$ cat config.mk
export PLATFORM = sky130hd
export DESIGN_NAME = file_magic_type_detector_flat
export DESIGN_NICKNAME = d
export VERILOG_FILES = /design/src/rtl/fmtd_pkg.sv /design/src/rtl/fmtd_byte_if.sv /design/src/rtl/fmtd_kind_if.sv /design/src/rtl/file_magic_type_detector.sv /design/src/rtl/fmtd_stats.sv /design/src/rtl/fmtd_classify.sv /design/src/flat_wrapper.sv
export SDC_FILE = /design/constraint.sdc
export NUM_CORES = 1
export LEC_CHECK = 0
export BUFFER_PORTS_ARGS = -buffer_cell sky130_fd_sc_hd__clkbuf_2
export CORE_UTILIZATION = 58
export CTS_CLUSTER_SIZE = 8
export DETAILED_ROUTE_END_ITERATION = 10
export PLACE_DENSITY = 0.78
export SYNTH_ARGS = -nofsm -noshare
export SYNTH_HDL_FRONTEND = slang
export SYNTH_SLANG_ARGS = --single-unit
$ cat constraint.sdc
create_clock -name clk -period 5.9 [get_ports clk]
set_input_delay 0.295 -clock clk [delete_from_list [all_inputs] [get_ports clk]]
set_output_delay 0.295 -clock clk [all_outputs]
set_load 0.03 [all_outputs]
$ cat src/rtl/fmtd_pkg.sv
// Types, signatures and helper functions of the file magic type detector.
package fmtd_pkg;

  localparam int TEXT_WINDOW_DEF = 512;
  localparam int HEADER_LEN = 8;
  localparam int HDR_IDX_W = $clog2(HEADER_LEN);
  localparam int HCW = $clog2(HEADER_LEN + 1);
  localparam int KIND_W = 4;

  typedef enum logic [KIND_W-1:0] {
    KIND_UNKNOWN = 4'd0,
    KIND_ELF     = 4'd1,
    KIND_MACHO   = 4'd2,
    KIND_PNG     = 4'd3,
    KIND_JPEG    = 4'd4,
    KIND_PDF     = 4'd5,
    KIND_GZIP    = 4'd6,
    KIND_ZIP     = 4'd7,
    KIND_PE      = 4'd8,
    KIND_TEXT    = 4'd9
  } kind_t;

  typedef logic [0:HEADER_LEN-1][7:0] header_t;
  typedef logic [HCW-1:0] hcnt_t;

  typedef struct packed {
    header_t header;
    hcnt_t   head_cnt;
    logic    text_ok;
  } status_t;

  localparam header_t SIG_ELF       = '{8'h7F, 8'h45, 8'h4C, 8'h46, 8'h00, 8'h00, 8'h00, 8'h00};
  localparam header_t SIG_MACHO_0   = '{8'hFE, 8'hED, 8'hFA, 8'hCE, 8'h00, 8'h00, 8'h00, 8'h00};
  localparam header_t SIG_MACHO_1   = '{8'hFE, 8'hED, 8'hFA, 8'hCF, 8'h00, 8'h00, 8'h00, 8'h00};
  localparam header_t SIG_MACHO_2   = '{8'hCE, 8'hFA, 8'hED, 8'hFE, 8'h00, 8'h00, 8'h00, 8'h00};
  localparam header_t SIG_MACHO_3   = '{8'hCF, 8'hFA, 8'hED, 8'hFE, 8'h00, 8'h00, 8'h00, 8'h00};
  localparam header_t SIG_MACHO_4   = '{8'hCA, 8'hFE, 8'hBA, 8'hBE, 8'h00, 8'h00, 8'h00, 8'h00};
  localparam header_t SIG_MACHO_5   = '{8'hBE, 8'hBA, 8'hFE, 8'hCA, 8'h00, 8'h00, 8'h00, 8'h00};
  localparam header_t SIG_PNG       = '{8'h89, 8'h50, 8'h4E, 8'h47, 8'h0D, 8'h0A, 8'h1A, 8'h0A};
  localparam header_t SIG_JPEG      = '{8'hFF, 8'hD8, 8'hFF, 8'h00, 8'h00, 8'h00, 8'h00, 8'h00};
  localparam header_t SIG_PDF       = '{8'h25, 8'h50, 8'h44, 8'h46, 8'h2D, 8'h00, 8'h00, 8'h00};
  localparam header_t SIG_GZIP      = '{8'h1F, 8'h8B, 8'h00, 8'h00, 8'h00, 8'h00, 8'h00, 8'h00};
  localparam header_t SIG_ZIP       = '{8'h50, 8'h4B, 8'h03, 8'h04, 8'h00, 8'h00, 8'h00, 8'h00};
  localparam header_t SIG_ZIP_EMPTY = '{8'h50, 8'h4B, 8'h05, 8'h06, 8'h00, 8'h00, 8'h00, 8'h00};
  localparam header_t SIG_MZ        = '{8'h4D, 8'h5A, 8'h00, 8'h00, 8'h00, 8'h00, 8'h00, 8'h00};

  localparam hcnt_t LEN_ELF   = 4'd4;
  localparam hcnt_t LEN_MACHO = 4'd4;
  localparam hcnt_t LEN_PNG   = 4'd8;
  localparam hcnt_t LEN_JPEG  = 4'd3;
  localparam hcnt_t LEN_PDF   = 4'd5;
  localparam hcnt_t LEN_GZIP  = 4'd2;
  localparam hcnt_t LEN_ZIP   = 4'd4;
  localparam hcnt_t LEN_MZ    = 4'd2;

  localparam logic [7:0] CHR_NUL = 8'h00;

  function automatic logic is_printable(input logic [7:0] c);
    return c inside {8'h09, 8'h0A, 8'h0D, [8'h20:8'h7E]};
  endfunction

  // The first len bytes must have arrived and must equal the signature.
  function automatic logic head_match(input header_t h, input hcnt_t cnt,
                                      input header_t sig, input hcnt_t len);
    logic ok;
    ok = (cnt >= len);
    for (int i = 0; i < HEADER_LEN; i++) begin
      if ((HCW'(i) < len) && (h[i] != sig[i])) begin
        ok = 1'b0;
      end
    end
    return ok;
  endfunction

endpackage

$ cat src/rtl/fmtd_byte_if.sv
// Request channel that carries the bytes of a file.
interface fmtd_byte_if;
  logic       valid;
  logic       ready;
  logic [7:0] data_byte;
  logic       has_byte;
  logic       is_last;

  modport source(output valid, output data_byte, output has_byte, output is_last,
                 input ready);
  modport sink(input valid, input data_byte, input has_byte, input is_last,
               output ready);
endinterface

$ cat src/rtl/fmtd_kind_if.sv
// Request channel that carries one kind code per file.
interface fmtd_kind_if;
  logic       valid;
  logic       ready;
  logic [3:0] kind_code;

  modport source(output valid, output kind_code, input ready);
  modport sink(input valid, input kind_code, output ready);
endinterface

$ cat src/rtl/file_magic_type_detector.sv
// Top level of the file magic type detector.
// The block takes one byte request per cycle and gives one kind code per file from the
// result register. Each request first lands in an input register; as it advances, it
// updates the header capture and counters and, on the last request, classifies the file
// into the result register. Only a pending last request waits on a full result register,
// so bytes keep flowing while a code waits to be taken.
module file_magic_type_detector #(
  parameter int TEXT_WINDOW = fmtd_pkg::TEXT_WINDOW_DEF
) (
  input logic        clk,
  input logic        rst,
  fmtd_byte_if.sink  bytes,
  fmtd_kind_if.source kind
);
  import fmtd_pkg::*;

  logic       s1_valid;
  logic [7:0] s1_byte;
  logic       s1_has;
  logic       s1_last;
  logic       advance;
  logic       out_valid;
  kind_t      result_kind;
  kind_t      cls_kind;
  status_t    status;

  assign advance = s1_valid && (!s1_last || !out_valid || kind.ready);
  assign bytes.ready = !s1_valid || advance;

  always_ff @(posedge clk) begin
    if (rst) begin
      s1_valid <= 1'b0;
    end else if (bytes.valid && bytes.ready) begin
      s1_valid <= 1'b1;
    end else if (advance) begin
      s1_valid <= 1'b0;
    end
  end

  always_ff @(posedge clk) begin
    if (bytes.valid && bytes.ready) begin
      s1_byte <= bytes.data_byte;
      s1_has <= bytes.has_byte;
      s1_last <= bytes.is_last;
    end
  end

  fmtd_stats #(
    .TEXT_WINDOW(TEXT_WINDOW)
  ) u_stats (
    .clk(clk),
    .rst(rst),
    .step(advance),
    .data_byte(s1_byte),
    .has_byte(s1_has),
    .is_last(s1_last),
    .status(status)
  );

  fmtd_classify u_classify (
    .status(status),
    .kind(cls_kind)
  );

  always_ff @(posedge clk) begin
    if (rst) begin
      out_valid <= 1'b0;
    end else if (advance && s1_last) begin
      out_valid <= 1'b1;
    end else if (kind.ready) begin
      out_valid <= 1'b0;
    end
  end

  always_ff @(posedge clk) begin
    if (advance && s1_last) begin
      result_kind <= cls_kind;
    end
  end

  assign kind.valid = out_valid;
  assign kind.kind_code = result_kind;

endmodule

$ cat src/rtl/fmtd_stats.sv
// Per-file header capture, byte counters and text test.
module fmtd_stats #(
  parameter int TEXT_WINDOW = fmtd_pkg::TEXT_WINDOW_DEF
) (
  input  logic              clk,
  input  logic              rst,
  input  logic              step,
  input  logic [7:0]        data_byte,
  input  logic              has_byte,
  input  logic              is_last,
  output fmtd_pkg::status_t status
);
  import fmtd_pkg::*;

  localparam int CW = $clog2(TEXT_WINDOW + 1);
  localparam int PW = CW + 4;

  header_t         header;
  header_t         header_next;
  logic [CW-1:0]   bytes_seen;
  logic [CW-1:0]   bytes_seen_next;
  logic [CW-1:0]   printable_count;
  logic [CW-1:0]   printable_count_next;
  logic            zero_byte_seen;
  logic            zero_byte_seen_next;
  logic            take;
  logic [PW-1:0]   lhs;
  logic [PW-1:0]   rhs;

  always_comb begin
    take = step && has_byte && (bytes_seen < CW'(TEXT_WINDOW));
    header_next = header;
    bytes_seen_next = bytes_seen;
    printable_count_next = printable_count;
    zero_byte_seen_next = zero_byte_seen;
    if (take) begin
      if (bytes_seen < CW'(HEADER_LEN)) begin
        header_next[bytes_seen[HDR_IDX_W-1:0]] = data_byte;
      end
      if (is_printable(data_byte)) begin
        printable_count_next = printable_count + CW'(1);
      end else if (data_byte == CHR_NUL) begin
        zero_byte_seen_next = 1'b1;
      end
      bytes_seen_next = bytes_seen + CW'(1);
    end
  end

  // Text when some byte was taken, none was NUL and at least nine tenths of the bytes in the window are printable.
  always_comb begin
    lhs = (PW'(printable_count_next) << 3) + (PW'(printable_count_next) << 1);
    rhs = (PW'(bytes_seen_next) << 3) + PW'(bytes_seen_next);
    status.header = header_next;
    status.head_cnt = (bytes_seen_next >= CW'(HEADER_LEN)) ? HCW'(HEADER_LEN)
                                                          : HCW'(bytes_seen_next);
    status.text_ok = (bytes_seen_next != '0) && !zero_byte_seen_next && (lhs >= rhs);
  end

  always_ff @(posedge clk) begin
    if (rst) begin
      bytes_seen <= '0;
      printable_count <= '0;
      zero_byte_seen <= 1'b0;
    end else if (step) begin
      if (is_last) begin
        bytes_seen <= '0;
        printable_count <= '0;
        zero_byte_seen <= 1'b0;
      end else begin
        bytes_seen <= bytes_seen_next;
        printable_count <= printable_count_next;
        zero_byte_seen <= zero_byte_seen_next;
      end
    end
  end

  always_ff @(posedge clk) begin
    if (step) begin
      header <= header_next;
    end
  end

endmodule

$ cat src/rtl/fmtd_classify.sv
// Signature match in fixed priority, with the text test as the fallback.
module fmtd_classify (
  input  fmtd_pkg::status_t status,
  output fmtd_pkg::kind_t   kind
);
  import fmtd_pkg::*;

  header_t h;
  hcnt_t   n;

  always_comb begin
    h = status.header;
    n = status.head_cnt;
    if (head_match(h, n, SIG_ELF, LEN_ELF)) begin
      kind = KIND_ELF;
    end else if (head_match(h, n, SIG_MACHO_0, LEN_MACHO) ||
                 head_match(h, n, SIG_MACHO_1, LEN_MACHO) ||
                 head_match(h, n, SIG_MACHO_2, LEN_MACHO) ||
                 head_match(h, n, SIG_MACHO_3, LEN_MACHO) ||
                 head_match(h, n, SIG_MACHO_4, LEN_MACHO) ||
                 head_match(h, n, SIG_MACHO_5, LEN_MACHO)) begin
      kind = KIND_MACHO;
    end else if (head_match(h, n, SIG_PNG, LEN_PNG)) begin
      kind = KIND_PNG;
    end else if (head_match(h, n, SIG_JPEG, LEN_JPEG)) begin
      kind = KIND_JPEG;
    end else if (head_match(h, n, SIG_PDF, LEN_PDF)) begin
      kind = KIND_PDF;
    end else if (head_match(h, n, SIG_GZIP, LEN_GZIP)) begin
      kind = KIND_GZIP;
    end else if (head_match(h, n, SIG_ZIP, LEN_ZIP) ||
                 head_match(h, n, SIG_ZIP_EMPTY, LEN_ZIP)) begin
      kind = KIND_ZIP;
    end else if (head_match(h, n, SIG_MZ, LEN_MZ)) begin
      kind = KIND_PE;
    end else if (status.text_ok) begin
      kind = KIND_TEXT;
    end else begin
      kind = KIND_UNKNOWN;
    end
  end

endmodule

$ cat src/flat_wrapper.sv
// flat-port wrapper written by rule: the top's interface ports become plain ports
module file_magic_type_detector_flat import fmtd_pkg::*;
#(
  parameter int TEXT_WINDOW = fmtd_pkg::TEXT_WINDOW_DEF
)
  (clk, rst, bytes_valid, bytes_data_byte, bytes_has_byte, bytes_is_last, bytes_ready, kind_valid, kind_kind_code, kind_ready);
  fmtd_byte_if bytes_i ();
  fmtd_kind_if kind_i ();
  input logic clk;
  input logic rst;
  input wire logic [$bits(bytes_i.valid)-1:0] bytes_valid;
  input wire logic [$bits(bytes_i.data_byte)-1:0] bytes_data_byte;
  input wire logic [$bits(bytes_i.has_byte)-1:0] bytes_has_byte;
  input wire logic [$bits(bytes_i.is_last)-1:0] bytes_is_last;
  output wire logic [$bits(bytes_i.ready)-1:0] bytes_ready;
  output wire logic [$bits(kind_i.valid)-1:0] kind_valid;
  output wire logic [$bits(kind_i.kind_code)-1:0] kind_kind_code;
  input wire logic [$bits(kind_i.ready)-1:0] kind_ready;
  assign bytes_i.valid = bytes_valid;
  assign bytes_i.data_byte = bytes_data_byte;
  assign bytes_i.has_byte = bytes_has_byte;
  assign bytes_i.is_last = bytes_is_last;
  assign bytes_ready = bytes_i.ready;
  assign kind_valid = kind_i.valid;
  assign kind_kind_code = kind_i.kind_code;
  assign kind_i.ready = kind_ready;
  file_magic_type_detector #(.TEXT_WINDOW(TEXT_WINDOW)) u_core (.clk(clk), .rst(rst), .bytes(bytes_i), .kind(kind_i));
endmodule
Yosys cells after proc, flatten, opt, wreduce, memory -nomap -nowiden

Index checks and enable logic that the tools add are counted.

Bitwise operators: 1
Eq/ne operators: 49
Multiplexer cells: 117
Reduce and logical (&&, ||, !) cells: 29
Add/sub/neg operators: 4
Order comparisons: 13

Operators by type and width:

| kind                                                        | number |
|---|---|
| inequality test 8 bit, second input constant                | 23 |
| two-way mux 64 bit                                          | 2 |
| two-way mux 1 bit                                           | 98 |
| inequality test 8 x 7 -> 1 bit, second input constant       | 12 |
| bitwise mux 64 bit                                          | 1 |
| two-way mux 10 bit                                          | 5 |
| demux 8 bit (select 3 bit)                                  | 1 |
| == test 8 x 4 -> 1 bit, second input constant               | 3 |
| inequality test 8 x 3 -> 1 bit, second input constant       | 3 |
| inequality test 8 x 4 -> 1 bit, second input constant       | 3 |
| adder 10 x 1 -> 10 bit, second input constant               | 2 |
| inequality test 8 x 5 -> 1 bit, second input constant       | 2 |
| inequality test 8 x 6 -> 1 bit, second input constant       | 2 |
| adder 13 x 10 -> 14 bit                                     | 1 |
| adder 13 x 11 -> 14 bit                                     | 1 |
| >= comparator 14 bit                                        | 1 |
| two-way mux 3 bit                                           | 4 |
| two-way mux 4 bit                                           | 3 |
| >= comparator 10 x 4 -> 1 bit, second input constant        | 1 |
| less-than comparator 10 bit, second input constant          | 1 |
| less-than comparator 10 x 4 -> 1 bit, second input constant | 1 |
| nonzero test 10 bit                                         | 1 |
| logical AND 1 bit                                           | 9 |
| logical OR 1 bit                                            | 9 |
| other kinds (16)                                            | 24 |

Word-level logic and storage cells: 232
Flip-flop bits (word level): 101

Depth between registers and ports, before layout

Gate-level depths: netlist of run 1.

Word-level depth: 55
Gate-level depth with buffers: 26
Gate-level depth less buffers: 25

Cells and area by module

A second synthesis of run 1 with hierarchy kept.

Cell total of the unflattened synthesis: 588
Area total of the unflattened synthesis: 6,513.7 sq um

Modules (own cells, without submodules):

| module                   | area each (sq um) | seq. area each (sq um) | cells each | instances |
|---|---|---|---|---|
| fmtd_stats               | 5,261.3           | 2,342.2                | 453        | 1 |
| fmtd_classify            | 728.2             | 0.0                    | 109        | 1 |
| file_magic_type_detector | 524.3             | 460.4                  | 26         | 1 |

Worst setup path before layout of run 1

OpenSTA, ideal clock, no wires.

Path kind: register to register
From: register u_core.out_valid (netlist: u_core.kind.valid)
To: register u_core.result_kind[0] (netlist: u_core.kind.kind_code[0]), data pin
Path slack: -0.418 ns
Clock period less this slack: 6.318 ns
Path buffers: 0
Library setup time: 0.261 ns
Arrival: 6.057 ns
Cell stages (with the launch flop): 22
Cell sequence: dfxtp_1 > nand3b_1 > nand2_1 > clkinv_1 > and4b_1 > xor2_1 > ha_1 > nor2b_1 > o21ai_0 > a21oi_1 > o21ai_0 > a21oi_1 > o21ai_0 > xnor2_1 > ha_1 > a211oi_1 > a21oi_1 > a311o_1 > o311ai_0 > o21ai_0 > a211oi_1 > nor2_1

Longest elaborated chain between the ends: 27
Elaborated cells on any way between the ends: 174
Classes of those cells: 2 x add/sub; 7 x order compare; 46 x eq/ne; 103 x mux; 16 x reduce/logical

RTL lines:

| what                               | RTL line                       | source |
|---|---|---|
| start, declared                    | file_magic_type_detector.sv:22 | `logic out_valid;` |
| start signal, assigned             | file_magic_type_detector.sv:67 | `out_valid <= 1'b0;` |
| start signal, assigned             | file_magic_type_detector.sv:69 | `out_valid <= 1'b1;` |
| start signal, assigned             | file_magic_type_detector.sv:71 | `out_valid <= 1'b0;` |
| logical NOT 1 bit (*)              | file_magic_type_detector.sv:27 | `assign advance = s1_valid && (!s1_last \|\| !out_valid \|\| kind.ready);` |
| logical OR 1 bit (*) (2 in a row)  | file_magic_type_detector.sv:27 |  |
| logical AND 1 bit (*)              | file_magic_type_detector.sv:27 |  |
| logical AND 1 bit (*) (2 in a row) | fmtd_stats.sv:31               | `take = step && has_byte && (bytes_seen < CW'(TEXT_WINDOW));` |
| two-way mux 10 bit                 | fmtd_stats.sv:36               | `if (take) begin` |
| >= comparator 10 x 4 -> 1 bit      | fmtd_stats.sv:54               | `status.head_cnt = (bytes_seen_next >= CW'(HEADER_LEN)) ? HCW'(HEADER_LEN)` |
| two-way mux 4 bit                  | fmtd_stats.sv:54               |  |
| >= comparator 4 x 3 -> 1 bit       | fmtd_pkg.sv:66                 | `ok = (cnt >= len);` |
| [9 not listed]                     | -                              |  |
| two-way mux 1 bit                  | fmtd_classify.sv:14            | `if (head_match(h, n, SIG_ELF, LEN_ELF)) begin` |
| logical OR 1 bit                   | fmtd_classify.sv:31            | `end else if (head_match(h, n, SIG_ZIP, LEN_ZIP) \|\|` |
| two-way mux 3 bit                  | fmtd_classify.sv:31            |  |
| two-way mux 3 bit                  | fmtd_classify.sv:29            | `end else if (head_match(h, n, SIG_GZIP, LEN_GZIP)) begin` |
| two-way mux 3 bit                  | fmtd_classify.sv:27            | `end else if (head_match(h, n, SIG_PDF, LEN_PDF)) begin` |
| two-way mux 3 bit                  | fmtd_classify.sv:25            | `end else if (head_match(h, n, SIG_JPEG, LEN_JPEG)) begin` |
| two-way mux 2 bit                  | fmtd_classify.sv:23            | `end else if (head_match(h, n, SIG_PNG, LEN_PNG)) begin` |
| two-way mux 2 bit                  | fmtd_classify.sv:16            | `end else if (head_match(h, n, SIG_MACHO_0, LEN_MACHO) \|\|` |
| end signal, assigned               | file_magic_type_detector.sv:77 | `result_kind <= cls_kind;` |
| end, declared                      | file_magic_type_detector.sv:23 | `kind_t result_kind;` |

Mark *: on every way between the ends. The rest lies on a longest branch, timed or not. The select of a mux whose other input is x is not followed.
A chain may end at the register's enable or synchronous reset.

Final worst setup path of run 1

From: register u_core.s1_byte[0]
To: register u_core.result_kind[0] (netlist: u_core.kind.kind_code[0]), data pin

Longest elaborated chain between the ends: 21
Elaborated cells on any way between the ends: 171
Classes of those cells: 1 x add/sub; 3 x order compare; 49 x eq/ne; 106 x mux; 12 x reduce/logical

RTL lines:

| what                                                             | RTL line                       | source |
|---|---|---|
| start, declared                                                  | file_magic_type_detector.sv:18 | `logic [7:0] s1_byte;` |
| start signal, assigned                                           | file_magic_type_detector.sv:42 | `s1_byte <= bytes.data_byte;` |
| branches (longest 21 deep; another with adder 13 x 11 -> 14 bit) | -                              |  |

Parallel ways; which one is timed is not known. The select of a mux whose other input is x is not followed.

==> results of run 1 <==
-- power by group through the flow --
stage	Sequential (mW)	Combinational (mW)	Clock [mW]
2_1_floorplan	0.813	0.0939	0
3_3_place_gp	0.819	0.135	0
3_5_place_dp	0.820	0.137	0
4_1_cts	0.804	0.138	0.602
5_1_grt	0.807	0.152	0.621
6_report	0.805	0.142	0.598
-- cells in the final DEF (no fill, tap or decap), types with 9 or more instances in the layout --
cell	Yosys	final
nor4_1	16	16
nor2_1	54	54
ha_1	30	30
mux2_2	38	38
clkbuf_2	0	19
o21ai_0	49	49
nand4_1	31	31
edfxtp_1	78	78
nand3_1	41	41
nand2b_1	17	17
xor2_1	13	13
mux2i_1	12	12
nand2_1	48	48
and3_1	11	11
inv_1	34	34
buf_4	4	26
a21oi_1	32	32
clkbuf_16	0	9
xnor2_1	19	18
nor2b_1	20	20
dfxtp_1	23	21
a22oi_1	27	27
nor3_1	16	16
-- cell families after synthesis --
| kind of cell | after synthesis |
|---|---|
| DFF | 101 |
| and+or+nand+nor | 321 |
| xor gates and xnor gates | 32 |
| muxes | 53 |
| adders and majority gates | 32 |
| AOI/OAI and AO/OA | 157 |
| buffers and inverters | 82 |
-- synth_stat cells (13+ instances only) --
master    number
edfxtp_1      78
nor3_1        16
inv_1         34
nand2b_1      17
a21oi_1       32
nand3_1       41
nand4_1       31
a22oi_1       27
xnor2_1       19
nor4_1        16
ha_1          30
nand2_1       48
o21ai_0       49
nor2b_1       20
nor2_1        54
clkbuf_1      25
xor2_1        13
mux2_2        38
dfxtp_1       23
-- per-layer routing --
layer	routed length (µm)	vias up
li1	-	2959
met1	8880	3112
met2	9310	394
met3	2310	56
met4	591	0
met5	0	-
-- sequential cells by signal (all words and copies together), names as in the netlist --
name,count
u_core.kind.kind_code,4
u_core.kind.valid,1
u_core.s1_byte,8
u_core.s1_has,1
u_core.s1_last,1
u_core.s1_valid,1
u_core.u_stats.bytes_seen,10
u_core.u_stats.header,64
u_core.u_stats.printable_count,10
u_core.u_stats.zero_byte_seen,1
-- worst max-delay path by stage --
| stage | end | cells past startpoint |
|---|---|---|
| 2_1_floorplan | u_core.kind.kind_code[0] | 21 |
| 3_3_place_gp | u_core.kind.kind_code[0] | 26 |
| 3_5_place_dp | u_core.kind.kind_code[0] | 24 |
| 4_1_cts | u_core.kind.kind_code[0] | 24 |
| 5_1_grt | u_core.kind.kind_code[0] | 25 |
| 6_report | u_core.kind.kind_code[0] | 26 |
-- layout make-up --
type | instances | area (µm²) | share of cell area (%)
Sequential cell | 101 | 2810 | 35.5
Clock inverter | 7 | 65.1 | 0.824
Multi-Input combinational cell | 595 | 4170 | 52.8
Tap cell | 168 | 210 | 2.66
Clock buffer | 9 | 225 | 2.85
Inverter | 35 | 133 | 1.68
Timing Repair Buffer | 45 | 290 | 3.68
-- critical path: stages, from the launching register on --
cell,delay [ns]
edfxtp_1,0.50
nor3b_1,0.21
o21ai_0,0.17
a2111oi_2,0.40
buf_4,0.21
and2_0,0.25
xor2_1,0.24
ha_1,0.21
inv_1,0.05
fa_1,0.39
inv_1,0.07
a21oi_1,0.06
o21bai_1,0.19
a21oi_1,0.10
nor2_1,0.12
o21ai_0,0.09
nand2b_1,0.07
a21oi_1,0.09
xnor2_1,0.14
ha_1,0.33
a211oi_1,0.25
a21oi_1,0.11
a311o_1,0.34
o311ai_0,0.14
o21ai_0,0.16
a211oi_1,0.22
nor2_1,0.07
-- stage by stage --
| stage | instances | utilization, % | worst slack, ns |
|---|---|---|---|
| after floorplan | 778 | - | 0.478 |
| after global placement | 944 | 62.5 | 0.692 |
| after detailed placement | 944 | 62.5 | 0.537 |
| after CTS | 960 | 64.8 | 0.490 |
| after global routing | 960 | 64.9 | 0.0107 |
| final | 960 | 64.9 | 0.471 |
==> flow_summary_export.csv, run 1 <==
group,metric,value,unit
sta,maxSlewViolCount,0,
clocking,cts.repair.resized,0,
sta,finClkSkew,0.0123,ns
clocking,clk_pin_slew,0.07,ns
setup_path,crit_path_start_kind,"flip-flop",
global_route,grt_pass1_vias,6170,
global_route,grtUsageMet3,6.99,%
power,pwr-share-comb,9.2,%
route,firstDrtPassIters,6,
global_route,global_route.usage.met2,50.2,%
floorplan,start_util,60.1,%
place,routabilityCongestion,0.961,
global_route,antenna_found_initial,0,
route,num_vias,6521,
power,p_int,1.13,mW
cells_and_area,fillers,1002,
global_route,grt_overflow,0,
clocking,cts_buffers,9,
cells_and_area,design_area,7900,µm²
global_route,grt_pass1_wl,33400,µm
sta,final-setup-viol-count,0,
setup_path,regToRegSetupSlack,0.47,ns
yosys,synth_compound_area_share,13.9,%
yosys,synth_area_leaders,"edfxtp_1, dfxtp_1, mux2_2",
yosys,syn_area,7310,µm²
power,p_seq_share,52.1,%
route,wl_per_cell,22.0,µm
yosys,async_reset_ff_share,0,%
route,drcViolationCount,0,
yosys,ys_seq_area_share,38.3,%
hold_path,hold_depth,1,
route,drt-vias-per-instance,6.79,
cells_and_area,syn_to_final_growth,8.06,%
global_route,grt_busiest_layer,"met2",
sta,finalHoldViolations,0,
setup_path,crit_type,"reg2reg",
clocking,post_cts_buffers,0,
clocking,cts_tree,"built",
setup_path,reg2reg_to,"u_core.kind.kind_code[0]",
clocking,cts.sinks,101,
cells_and_area,drive_gt1_share,16.3,%
sta,worst_pin_slew,1.08,ns
hold_path,hold_start,"bytes_data_byte[4]",
floorplan,fp.dieArea,13100,µm²
setup_path,crit_path_max_fanout,8,
yosys,syn_nets,824,
route,ant_nets,0,
clocking,clock_latency,0.37,ns
clocking,cts.path.max_buffers,2,
yosys,synth-xor-area-share,3.83,%
hold_path,timing.hold.worst.class,"in2reg",
floorplan,core_area,12200,µm²
place,io_buffers,19,
sta,fmax,0.184,GHz
yosys,ys_types,70,
floorplan,die_w,114,µm
place,dpl.hpwl,15300,µm
power,switchingPower,0.417,mW
cells_and_area,n_antenna_cell,0,
power,finalPower,1.54,mW
yosys,yosys_warnings,0,
setup_path,cp.required,6.01,ns
yosys,synth_top_cell_area_share,32.0,%
global_route,gr-usage-all-layers,33.8,%
sta,timing.final.crit_share,92.0,%
floorplan,rows,40,
clocking,root_buffer,"clkbuf_16",
power,switching_share,27.0,%
route,wirelength,21100,µm
run_status,status,"complete, no violations",
yosys,synth_edf_count,78,
place,place_area,7600,µm²
global_route,use_met1,47.8,%
power,ir_drop,0.000223,V
setup_path,r2r_cells,26,
run,max_cap_viol_count,0,
floorplan,num_io_pins,20,
cells_and_area,fin_nets,833,
global_route,grt_max_degree,73,
yosys,synth.avg_cell_area,9.39,µm²
sta,fin_tns_setup,0,ns
yosys,post_synth_and_or_nand_nor_area_fraction,25.4,%
yosys,yosys.area.top_type,"edfxtp_1",
setup_path,cp_data_arrival_time,5.54,ns
yosys,synth_top_family_by_area,"simple AND/OR/NAND/NOR gates",
power,p_leak,2.81,nW
sta,slew_headroom,27.6,%
setup_path,worstSetupStartpoint,"u_core.s1_byte[0]",
power,power.density,196,nW/µm²
hold_path,holdPathEnd,"u_core.s1_byte[4]",
clocking,ctsHtreeMaxLevel,3,
sta,holdWs,0.105,ns
route,drt_iter0_drc,795,
yosys,synth-seq-cells,101,
clocking,cts.hold.buffers_added,0,
yosys,synthCells,778,
setup_path,cp-end-kind,"flip-flop",
setup_path,r2r_start,"u_core.s1_byte[0]",
sta,rsz0062_at_grt,"no",
yosys,synthAdderAreaFrac,5.68,%
yosys,synth_ff_type,"edfxtp_1",
power,clkPwrFrac,38.7,%
yosys,synthMuxAreaShare,8.12,%
floorplan,die_y,114,µm
sta,layout_min_cycle_time,5.43,ns
Note: power is estimated with default switching activity, not from simulation.
==> run 2: changes to the inputs <==
- MAX_ROUTING_LAYER: not set -> met4
==> run 2 against run 1 <==
Non-clock buffer count grew 5. Utilization increased by 0.43 points. Clock skew is essentially flat. Combinational power up 5%. Highest routed layer unchanged. Die area did not move. Wire length is 0.73% higher. First-iteration DRC count rose by 18%. Critical path depth unchanged. Fmax shrank 2.1%. Register-to-register slack worse by 0.12 ns. Global-route usage rose by 1.1 points.
==> flow_summary_export.csv, run 2 (same netlist as run 1, synthesis figures left out) <==
group,metric,value,unit
setup_path,cp_common_cell,"a21oi_1",
setup_path,crit_path_start_kind,"flip-flop",
hold_path,timing.hold.worst.class,"in2reg",
clocking,clk_pin_slew,0.07,ns
route,num_vias,6615,
floorplan,core_area,12200,µm²
sta,fmax,0.180,GHz
cells_and_area,final_common_cell,"edfxtp_1",
place,dpl.hpwl,15400,µm
floorplan,die_w,114,µm
cells_and_area,fin_nets,838,
place,dpl_worst_slack,0.331,ns
power,p_leak,2.84,nW
power,power.density,193,nW/µm²
route,routed.top_layer,"met4",
route,m1WireLength,8770,µm
cells_and_area,mostFrequentLayoutCells,"edfxtp_1, nor2_1, o21ai_0",
place,routabilityCongestion,0.952,
setup_path,crit_family,"compound AO/OA/AOI/OAI gates",
cells_and_area,n_antenna_cell,0,
sta,timing.final.crit_share,94.0,%
clocking,ctsHtreeMaxLevel,3,
clocking,cts_buffers,9,
clocking,root_buffer,"clkbuf_16",
cells_and_area,drive_gt1_share,16.7,%
sta,slew_headroom,35.5,%
setup_path,crit_path_max_fanout,8,
power,finalPower,1.54,mW
setup_path,cp_slowest_cell,"fa_1",
sta,fin_ws,0.355,ns
route,wl_met3,2300,µm
route,wl_per_cell,22.0,µm
place,dpl.cell_count,945,
setup_path,cp_data_arrival_time,5.66,ns
clocking,cts.hold.buffers_added,0,
clocking,clock_latency,0.37,ns
route,drt_iter0_drc,942,
floorplan,num_io_pins,20,
global_route,grt_pass1_vias,6285,
setup_path,cpPeakStageDelay,0.40,ns
global_route,grt_overflow,0,
sta,worst_pin_slew,0.966,ns
power,clkPwrFrac,38.2,%
clocking,cts.sinks,101,
route,wirelength,21200,µm
power,p_seq_share,52.2,%
sta,finalHoldViolations,0,
cells_and_area,reg_top3,"u_core.u_stats.header x64, u_core.u_stats.bytes_seen x10, u_core.u_stats.printable_count x10",
route,drcViolationCount,0,
setup_path,crit_type,"reg2reg",
setup_path,cp.required,6.01,ns
setup_path,cp-end-kind,"flip-flop",
power,ir_drop,0.000346,V
run,max_cap_viol_count,0,
global_route,grt_max_degree,73,
global_route,grt_pass1_wl,33700,µm
route,ant_nets,0,
global_route,antenna_found_initial,0,
power,switching_share,26.7,%
route,firstDrtPassIters,8,
power,pwr-share-comb,9.7,%
floorplan,rows,40,
cells_and_area,fillers,999,
power,switchingPower,0.411,mW
route,wl_met2,9510,µm
sta,rsz0062_at_grt,"no",
sta,finClkSkew,0.0119,ns
floorplan,start_util,60.1,%
cells_and_area,fin_cells,965,
clocking,cts_tree,"built",
cells_and_area,syn_to_final_growth,8.78,%
run_status,status,"complete, no violations",
power,p_int,1.13,mW
route,drt-vias-per-instance,6.85,
clocking,cts.path.max_buffers,2,
floorplan,die_y,114,µm
sta,layout_min_cycle_time,5.54,ns
sta,final-setup-viol-count,0,
floorplan,fp.dieArea,13100,µm²
cells_and_area,top_register,"u_core.u_stats.header",
place,io_buffers,19,
global_route,gr-usage-all-layers,35.0,%
setup_path,path_buf_inv,3,
cells_and_area,largest_reg_flops,64,
sta,maxSlewViolCount,0,
sta,fin_tns_setup,0,ns
-- run 2: routing by layer --
metal	global-route usage, %	up-vias
met5	-	-
met4	13.9	0
met3	8.21	65
met2	52.6	392
met1	45.7	3189
li1	-	2969
-- run 2: final timing paths --
| path | endpoint | start | depth (start not counted) | slack (ns) |
|---|---|---|---|---|
| max | u_core.kind.kind_code[0] | u_core.u_stats.bytes_seen[9] | 26 | 0.36 |
| max reg2reg | u_core.kind.kind_code[0] | u_core.u_stats.bytes_seen[9] | 26 | 0.36 |
| min reg2reg | u_core.u_stats.zero_byte_seen | u_core.u_stats.zero_byte_seen | 2 | 0.51 |
| min | u_core.s1_byte[6] | bytes_data_byte[6] | 1 | 0.11 |
-- run 2: worst register-to-register path: stages (launching register included) --
cell	delay [ns]
dfxtp_1	0.38
and3b_1	0.35
nand2_2	0.16
a2111oi_4	0.33
buf_4	0.21
and2_1	0.22
xor2_1	0.23
ha_1	0.22
inv_1	0.06
fa_1	0.40
inv_1	0.08
a21oi_1	0.07
o21bai_1	0.21
a21oi_1	0.12
nor2_1	0.17
o21ai_0	0.11
nand2b_1	0.08
a21oi_1	0.09
xnor2_1	0.14
ha_1	0.36
a211oi_1	0.28
a21oi_1	0.11
a311o_1	0.33
o311ai_0	0.13
o21ai_0	0.16
a211oi_1	0.22
nor2_1	0.07
-- run 2: what timing repair did --
item / in CTS / in global routing
buffers inserted: 0 / 4
endpoints found under the setup margin: 0 / 1
gates resized for setup: 0 / 7
-- run 2: power by group through the flow --
stage | registers, mW | logic [mW] | clock network, mW
2_1_floorplan | 0.813 | 0.0939 | 0
3_3_place_gp | 0.816 | 0.138 | 0
3_5_place_dp | 0.817 | 0.141 | 0
4_1_cts | 0.801 | 0.141 | 0.593
5_1_grt | 0.803 | 0.158 | 0.613
6_report | 0.802 | 0.149 | 0.586
-- run 2: layout make-up --
type	count	area, µm²	area share (%)
Timing Repair Buffer	50	328	4.12
Clock buffer	9	225	2.83
Sequential cell	101	2800	35.3
Inverter	35	133	1.67
Clock inverter	7	57.6	0.724
Tap cell	168	210	2.64
Multi-Input combinational cell	595	4190	52.8
-- run 2: per-stage QoR --
step	hold WS (ns)	util [%]	cell area [µm²]
global route	0.0977	65.4	7950
finish	0.109	65.4	7950
global placement	0.473	62.5	7600
detailed placement	0.474	62.5	7600
CTS	0.101	64.8	7890
floorplan	0.394	-	7310
==> run 3: changes to the inputs <==
- ABC_AREA: not set -> 1
==> run 3 against run 2 <==
Clock skew barely moved. Total power rose by 9.5%. Register-to-register slack improved by 0.28 ns. Global-route usage fell by 2.3 points. Setup slack improved by 0.28 ns. Count of clock-buffer cells in the layout did not move. Hold slack got worse by 0.0032 ns. Largest cell class unchanged.
==> flow_summary_export.csv, run 3 <==
group,metric,value,unit
global_route,grt_overflow,0,
cells_and_area,fin_nets,1253,
power,power.density,200,nW/µm²
power,finalPower,1.68,mW
route,wirelength,21600,µm
global_route,grt_pass1_vias,7045,
cells_and_area,syn_to_final_growth,6.78,%
power,p_seq_share,48.2,%
setup_path,crit_family,"compound AO/OA/AOI/OAI gates",
setup_path,regToRegSetupSlack,0.63,ns
clocking,cts.sinks,101,
setup_path,r2r_start,"u_core.s1_byte[6]",
cells_and_area,final_common_cell,"nand2_1",
yosys,yosys.area.top_type,"edfxtp_1",
sta,worst_pin_slew,0.912,ns
floorplan,die_w,119,µm
route,num_vias,7642,
sta,maxSlewViolCount,0,
sta,final-setup-viol-count,0,
sta,timing.final.crit_share,89.3,%
yosys,syn_nets,1245,
route,drcViolationCount,0,
floorplan,fp.dieArea,14100,µm²
yosys,syn_area,7890,µm²
yosys,async_reset_ff_share,0,%
sta,slew_headroom,39.2,%
cells_and_area,mostFrequentLayoutCells,"nand2_1, inv_1, nor2_1",
place,dpl.cell_count,1372,
yosys,synth_edf_count,78,
setup_path,path_buf_inv,2,
yosys,ys_types,45,
power,ir_drop,0.000172,V
global_route,grt_max_degree,65,
yosys,synth_most_common_cell,"nand2_1",
hold_path,hold_depth,1,
yosys,synth.avg_cell_area,6.58,µm²
sta,fmax,0.190,GHz
floorplan,die_y,119,µm
global_route,antenna_found_initial,0,
sta,finClkSkew,0.0115,ns
global_route,gr-usage-all-layers,32.7,%
setup_path,cpPeakStageDelay,0.46,ns
yosys,synth-seq-cells,101,
setup_path,cp_common_cell,"nand2_1",
yosys,synth_area_leaders,"edfxtp_1, nand2_1, inv_1",
floorplan,rows,42,
setup_path,crit_path_max_fanout,5,
sta,rsz0062_at_grt,"no",
run,max_cap_viol_count,0,
cells_and_area,top_register,"u_core.u_stats.header",
cells_and_area,reg_top3,"u_core.u_stats.header x64, u_core.u_stats.bytes_seen x10, u_core.u_stats.printable_count x10",
route,firstDrtPassIters,5,
clocking,cts_tree,"built",
route,ant_nets,0,
power,switchingPower,0.513,mW
power,pwr-share-comb,15.0,%
power,p_leak,4.17,nW
route,wl_per_cell,15.6,µm
yosys,synth_top_cells_by_count,"nand2_1, inv_1, nor2_1",
clocking,cts_buffers,9,
setup_path,cp-end-kind,"flip-flop",
place,dpl.hpwl,15700,µm
clocking,clk_pin_slew,0.08,ns
hold_path,holdPathEnd,"u_core.s1_has",
floorplan,num_io_pins,20,
sta,holdWs,0.106,ns
floorplan,core_area,13200,µm²
hold_path,hold_start,"bytes_has_byte",
clocking,cts.repair.resized,0,
power,p_int,1.17,mW
setup_path,cp.required,6.02,ns
sta,fin_tns_setup,0,ns
clocking,cts.path.max_buffers,2,
yosys,ys_seq_area_share,35.5,%
floorplan,start_util,59.6,%
cells_and_area,largest_reg_flops,64,
sta,layout_min_cycle_time,5.27,ns
setup_path,cp_data_arrival_time,5.38,ns
route,drt_iter0_drc,871,
hold_path,timing.hold.worst.class,"in2reg",
clocking,post_cts_buffers,0,
cells_and_area,n_antenna_cell,0,
sta,finalHoldViolations,0,
cells_and_area,drive_gt1_share,5.94,%
cells_and_area,fin_cells,1388,
clocking,clock_latency,0.37,ns
yosys,synthCells,1199,
route,drt-vias-per-instance,5.51,
run_status,status,"complete, no violations",
clocking,root_buffer,"clkbuf_16",
cells_and_area,fillers,1238,
yosys,yosys_warnings,0,
place,io_buffers,19,
power,switching_share,30.5,%
global_route,grt_pass1_wl,35000,µm
setup_path,crit_type,"reg2reg",
power,clkPwrFrac,36.8,%
yosys,synth_ff_type,"edfxtp_1",
place,routabilityCongestion,0.987,
setup_path,reg2reg_to,"u_core.kind.kind_code[0]",
setup_path,cp_slowest_cell,"edfxtp_1",
setup_path,r2r_cells,32,
yosys,synth_top_cell_area_share,29.7,%
setup_path,crit_path_start_kind,"flip-flop",
clocking,cts.hold.buffers_added,0,
clocking,ctsHtreeMaxLevel,3,
==> run 3: cell types whose count changed in the layout (fill, tap and decap cells not counted), moves of 15 or more <==
| cell | delta |
|---|---|
| a22oi_1 | -27 |
| nand2b_1 | -17 |
| nand2_1 | +453 |
| nand3_1 | +23 |
| mux2_2 | -38 |
| inv_1 | +122 |
| buf_4 | -22 |
| nor4_1 | -15 |
| nor2_1 | +52 |
| nor2b_1 | -20 |
| nand4_1 | -16 |
==> run 3: cell families after synthesis <==
group	Yosys count	synth area share (%)
simple gates	728	38.2
buf+inv	193	9.75
compound gates	118	8.26
flops	101	35.5
fa+ha+maj	32	5.26
xor+xnor	27	3.00
==> run 3: area by class of cell <==
type,instances,area (µm²),area share (%)
Timing Repair Buffer,28,163,1.93
Multi-Input combinational cell,905,4330,51.4
Sequential cell,101,2800,33.2
Clock buffer,9,225,2.67
Tap cell,176,220,2.61
Inverter,162,611,7.24
Clock inverter,7,73.8,0.876
==> run 3: how the worst max path moves through the flow <==
| stage | start | to | slack, ns | depth (start not counted) |
|---|---|---|---|---|
| floorplan | u_core.kind.valid | u_core.kind.kind_code[0] | 1.17 | 32 |
| global placement | u_core.s1_byte[4] | u_core.kind.kind_code[0] | 0.87 | 30 |
| detailed placement | u_core.s1_byte[5] | u_core.kind.kind_code[0] | 0.68 | 30 |
| CTS | u_core.s1_byte[5] | u_core.kind.kind_code[0] | 0.62 | 31 |
| global route | u_core.s1_byte[6] | u_core.kind.kind_code[0] | 0.07 | 33 |
| finish | u_core.s1_byte[6] | u_core.kind.kind_code[0] | 0.63 | 32 |
==> run 3: routing by layer <==
metal / track usage [%] / up-vias / routed length [µm]
li1: - / 3806 / -
met1: 41.3 / 3492 / 9230
met2: 52.9 / 301 / 10200
met3: 3.47 / 43 / 1440
met4: 15.0 / 0 / 752
met5: - / - / 0
==> run 3: power groups by stage <==
stage / Sequential (mW) / Clock, mW / Combinational [mW]
3_3_place_gp: 0.826 / 0 / 0.244
6_report: 0.812 / 0.618 / 0.253
5_1_grt: 0.815 / 0.644 / 0.283
2_1_floorplan: 0.825 / 0 / 0.181
3_5_place_dp: 0.827 / 0 / 0.247
4_1_cts: 0.811 / 0.622 / 0.248
==> run 3: per-stage QoR <==
stage | util, % | area [µm²] | worst slack (ns)
after detailed placement | 61.3 | 8120 | 0.675
after global routing | 63.7 | 8430 | 0.0672
final | 63.7 | 8430 | 0.632
after floorplan | - | 7890 | 1.17
after CTS | 63.6 | 8420 | 0.616
after global placement | 61.3 | 8120 | 0.875
